$ cat src/hw/rtl/pssp_pkg.sv
package pssp_pkg;

    localparam int AXES = 4;
    localparam int COEF_W = 64;
    localparam int WHOLE_W = 32;
    localparam int COUNT_W = 32;
    localparam int INDEX_W = 12;
    localparam int STEP_W = AXES;

    typedef enum logic [1:0] {
        OP_LOAD  = 2'd0,
        OP_START = 2'd1,
        OP_TICK  = 2'd2,
        OP_NONE  = 2'd3
    } opcode_t;

    typedef enum logic [1:0] {
        COEF_POSITION = 2'd0,
        COEF_RATE     = 2'd1,
        COEF_ACCEL    = 2'd2,
        COEF_JERK     = 2'd3
    } coef_sel_t;

    // State of one axis: the four polynomial terms and the last whole position.
    typedef struct packed {
        logic [COEF_W-1:0]  jerk;
        logic [COEF_W-1:0]  accel;
        logic [COEF_W-1:0]  rate;
        logic [COEF_W-1:0]  position;
        logic [WHOLE_W-1:0] last_whole;
    } axis_state_t;

    typedef struct packed {
        axis_state_t [AXES-1:0] axis;
    } state_row_t;

endpackage

$ cat src/hw/rtl/pssp_axis_step.sv
module pssp_axis_step import pssp_pkg::*; (
    input  axis_state_t cur,
    input  logic        tick_en,
    output axis_state_t nxt,
    output logic        step
);

    logic [WHOLE_W-1:0] whole;

    assign whole = cur.position[COEF_W-1:COEF_W-WHOLE_W];

    always_comb begin
        step = tick_en && ($signed(whole) > $signed(cur.last_whole));
        nxt = cur;
        if (tick_en) begin
            if (step) begin
                nxt.last_whole = whole;
            end
            // Forward differencing; every sum wraps modulo 2^64.
            nxt.position = cur.position + cur.rate;
            nxt.rate     = cur.rate + cur.accel;
            nxt.accel    = cur.accel + cur.jerk;
        end
    end

endmodule
$ cat config.mk
export PLATFORM = sky130hd
export DESIGN_NAME = pssp_axis_step
export DESIGN_NICKNAME = d
export VERILOG_FILES = /design/src/hw/rtl/pssp_pkg.sv /design/src/hw/rtl/pssp_axis_step.sv
export SDC_FILE = /design/constraint.sdc
export NUM_CORES = 1
export LEC_CHECK = 0
export ABC_AREA = 1
export BUFFER_PORTS_ARGS = -buffer_cell sky130_fd_sc_hd__buf_2
export CAP_MARGIN = 0
export CORE_MARGIN = 10
export CORE_UTILIZATION = 45
export DETAILED_ROUTE_END_ITERATION = 12
export GPL_ROUTABILITY_DRIVEN = 0
export MAX_ROUTING_LAYER = met4
export PLACE_DENSITY_LB_ADDON = 0.2
export REMOVE_ABC_BUFFERS = 1
export SLEW_MARGIN = 20
export SYNTH_ARGS = -nofsm -noshare
export SYNTH_HDL_FRONTEND = slang
export SYNTH_SLANG_ARGS = --single-unit
$ cat constraint.sdc
create_clock -name vclk -period 7.85
set_input_delay 1.9625 -clock vclk [all_inputs]
set_output_delay 1.9625 -clock vclk [all_outputs]
set_load 0.01 [all_outputs]
* Word-level counts from Yosys, hierarchy flattened
Cells that the tools add are included.
Storage, ports and cells: flip-flop bits (word level) 0, input bits 289, output and inout bits 289
Operators by class: add/subtract/negate cells 3, magnitude comparators 1, multiplexer cells 2, reductions and logical operators 1
Operator list (number):
- two-way mux 224 bit | 1
- adder 64 bit | 3
- greater-than comparator 32 bit | 1
- two-way mux 32 bit | 1
- logical AND 1 bit | 1

* Depth between registers and ports, before layout
depth after elaboration 4, gate-level depth with buffers 18, mapped depth without buffers 17

* Least setup slack after synthesis
OpenSTA, ideal clock, no wires.
path type in2out, start point input port cur[32] in the netlist's numbering, end point output port nxt[56] in the netlist's numbering, data arrival time 3.548 ns, required time 5.887 ns, path slack 2.339 ns, stages 11, cells stage by stage ha_1 -> fa_1 -> nand2_1 -> nand3_1 -> nand3_1 -> nand2_2 -> nand2_1 -> nand3_1 -> nand2_1 -> inv_1 -> o31ai_1
RTL lines:
- from (decl) | RTL line pssp_axis_step.sv:2 | input axis_state_t cur,
- to (decl) | RTL line pssp_axis_step.sv:4 | output axis_state_t nxt,

==> results by group <==
CTS
  • CTS Hold Bufs: 0
  • Post-CTS Resized: 0
  • # Post-CTS Setup Buffers: 0

Timing
  • Period utilization: 80.8%
  • Final hold vios: 0
  • Max Freq: about 160 MHz
  • Final Max Tran Viols: 0
  • RSZ-0062 raised after global routing: false
  • Final WS setup: 1.50 ns
  • Crit path time final: ~6.3 ns
  • Final setup violating endpoints: 0
  • Worst Tran Pin Value: about 0.62 ns
  • Setup TNS: 0 ns
  • Rel. slew slack: around three fifths

Drt
  • DR iter-0 viols: about 3200
  • Post-route ant nets: 0
  • First-pass DRT Iterations: 6
  • Routed vias: between 20000 and 30000
  • Drt via density: 5.10
  • Routed wire length: 99700 um
  • Routed len/inst: 17.7 um
  • DRC: 0

Cells and area
  • Layout cells sized above 1: between 10% and 20%
  • Most common cell after layout, fill and taps aside: nand2_1
  • Synthesis-to-finish area growth: 14.1%
  • Util after Layout: between 50% and 60%
  • Seq_cells: 0
  • Area of the multi-input gates: approximately 17000 um2
  • FF+latch area: 0 um2
  • Layout Nets: 5537
  • Clock Buffer Count: 0
  • Most frequent cells in the layout: nand2_1 (2046), inv_1 (920), buf_2 (577)
  • Fillers: about 5500

Power and ir drop
  • Sw Ratio: roughly two thirds
  • Net switching power: 1.32 mW
  • Power, Total: about 2 mW
  • Max IR drop VDD: roughly 0.047 mV
  • Power Density: 81.6 nW/um2
  • Clock share of power: 0%
  • Leak Pwr: ~16 nW
  • Sequential share of power: 0%
  • Combinational Power Share: between 90% and 100%
  • Internal Power: 673 uW

Die
  • Die ar.: between 50000 and 60000 um2
  • Io pins: 578
  • Core outline area: ~47000 um2
  • Die Wd: between 200 and 250 um
  • Row Count: 79
  • Initial core utilization: 45.7%
  • Die height: around 240 um

Logic synthesis
  • Synth warn: 0
  • Mapped Area: between 20000 and 25000 um2
  • Post-synth cell types: 38
  • Mapped Avg Cell Area: approximately 4.7 um2
  • Syn Inst Count: 4553
  • Register area share after synthesis: 0%

Min path
  • Worst hold path class: primary input to output port

Global route
  • GRT overflow: 0
  • First-pass GRT wire length: approximately 140000 um
  • Largest net degree at the start of global routing: 76
  • Antenna violations before repair: 3
  • Vias in the first global route: 24700
  • GRT Overall Usage: 33.3%

Placed design
  • Dpl ws: approximately 1.6 ns
  • IO buf count: approximately 580
  • HPWL Detailed: about 89000 um

Run status
  • Outcome: finished clean

Worst setup path
  • Crit-path cells: buf_2, ha_1, fa_1, nand2_1, nand3_1, nand3_1, nand2_2, nand2_1, nand3_1, nand2_1, nand3b_1, nand2_1, nand3_1, nand2_1, buf_2
  • Required @ worst endpoint: slightly below 6 ns
  • Critical path peak fanout: 4
  • Slowest stage delay, CP: ~0.48 ns
  • Crit. End Element: output port
  • Cell family with most CP delay: simple AND/OR/NAND/NOR gates
  • Arrival @ worst endpoint: roughly 4.4 ns
  • CP Class: primary input to output port
  • Critical path's slowest cell: fa_1
  • Nature of the critical path startpoint: primary input
  • Worst path bufs/invs: 2
  • Cell mode on critical path: nand2_1

Flow run
  • Max_cap viols: 0
-- layout make-up --
class	instances	share of cell area, %
Multi-Input combinational cell	3509	70.4
Inverter	925	14.3
Timing Repair Buffer	588	12.2
Tap cell	607	3.11
Antenna cell	3	0.0308
-- power groups by stage --
stage	combinational, mW	sequential (mW)	clock [mW]
2_1_floorplan	1.22	0	0
3_3_place_gp	1.93	0	0
3_5_place_dp	1.94	0	0
4_1_cts	1.95	0	0
5_1_grt	2.19	0	0.0000000512
6_report	1.99	0	0.0000000512
-- metal layers --
metal	vias to the layer above	track usage (%)	part of all wire, %
met1	12400	45.1	44
met4	0	7.48	2.7
li1	14700	-	-
met2	1467	50.2	42
met3	118	6.49	11
met5	-	-	0
-- cells by family after synthesis --
group / after synthesis / synth area share (%)
and+or+nand+nor: 2880 / 55.9
xor gates and xnor gates: 81 / 3.32
buffers and inverters: 1044 / 19.7
adders and majority gates: 224 / 13.2
AOI/OAI and AO/OA: 324 / 7.90
-- Yosys cell counts, types with 3 or more instances --
master / instances / area, um2
fa_1: 3 / 60.1
nor2_1: 300 / 1130
xnor2_1: 76 / 666
and2_1: 13 / 81.3
o21bai_1: 12 / 90.1
nand3b_1: 32 / 240
nand2_2: 52 / 325
buf_2: 18 / 90.1
nand3_2: 15 / 150
buf_6: 3 / 33.8
or2_1: 8 / 50.1
o21ai_0: 96 / 480
nand2_1: 2046 / 7680
o21a_1: 5 / 37.5
nor2_2: 42 / 263
nand4_1: 77 / 482
o31ai_1: 3 / 22.5
buf_1: 8 / 30.0
nand3_1: 245 / 1230
nor3_1: 30 / 150
xor2_1: 5 / 43.8
inv_2: 3 / 11.3
nor4_1: 6 / 37.5
nor3_2: 10 / 100
clkbuf_1: 25 / 93.8
inv_1: 920 / 3450
ha_1: 221 / 2770
o21ai_1: 27 / 135
a21oi_1: 175 / 876
a31oi_1: 3 / 18.8
buf_4: 65 / 488
-- through the flow --
step	cell area [um2]	instances	hold slack (ns)
after detailed placement	24400	5629	4.14
after CTS	24400	5629	4.14
after global routing	24400	5632	4.14
after floorplan	20600	4434	3.93
after global placement	24400	5629	4.13
final	24400	5632	4.13
-- worst paths after layout --
kind / from / to / slack [ns] / cells after the start
max: cur[96] / nxt[152] / 1.50 / 15
min: cur[265] / nxt[265] / 4.13 / 2
No activity file was read; power rests on OpenSTA's default activity.
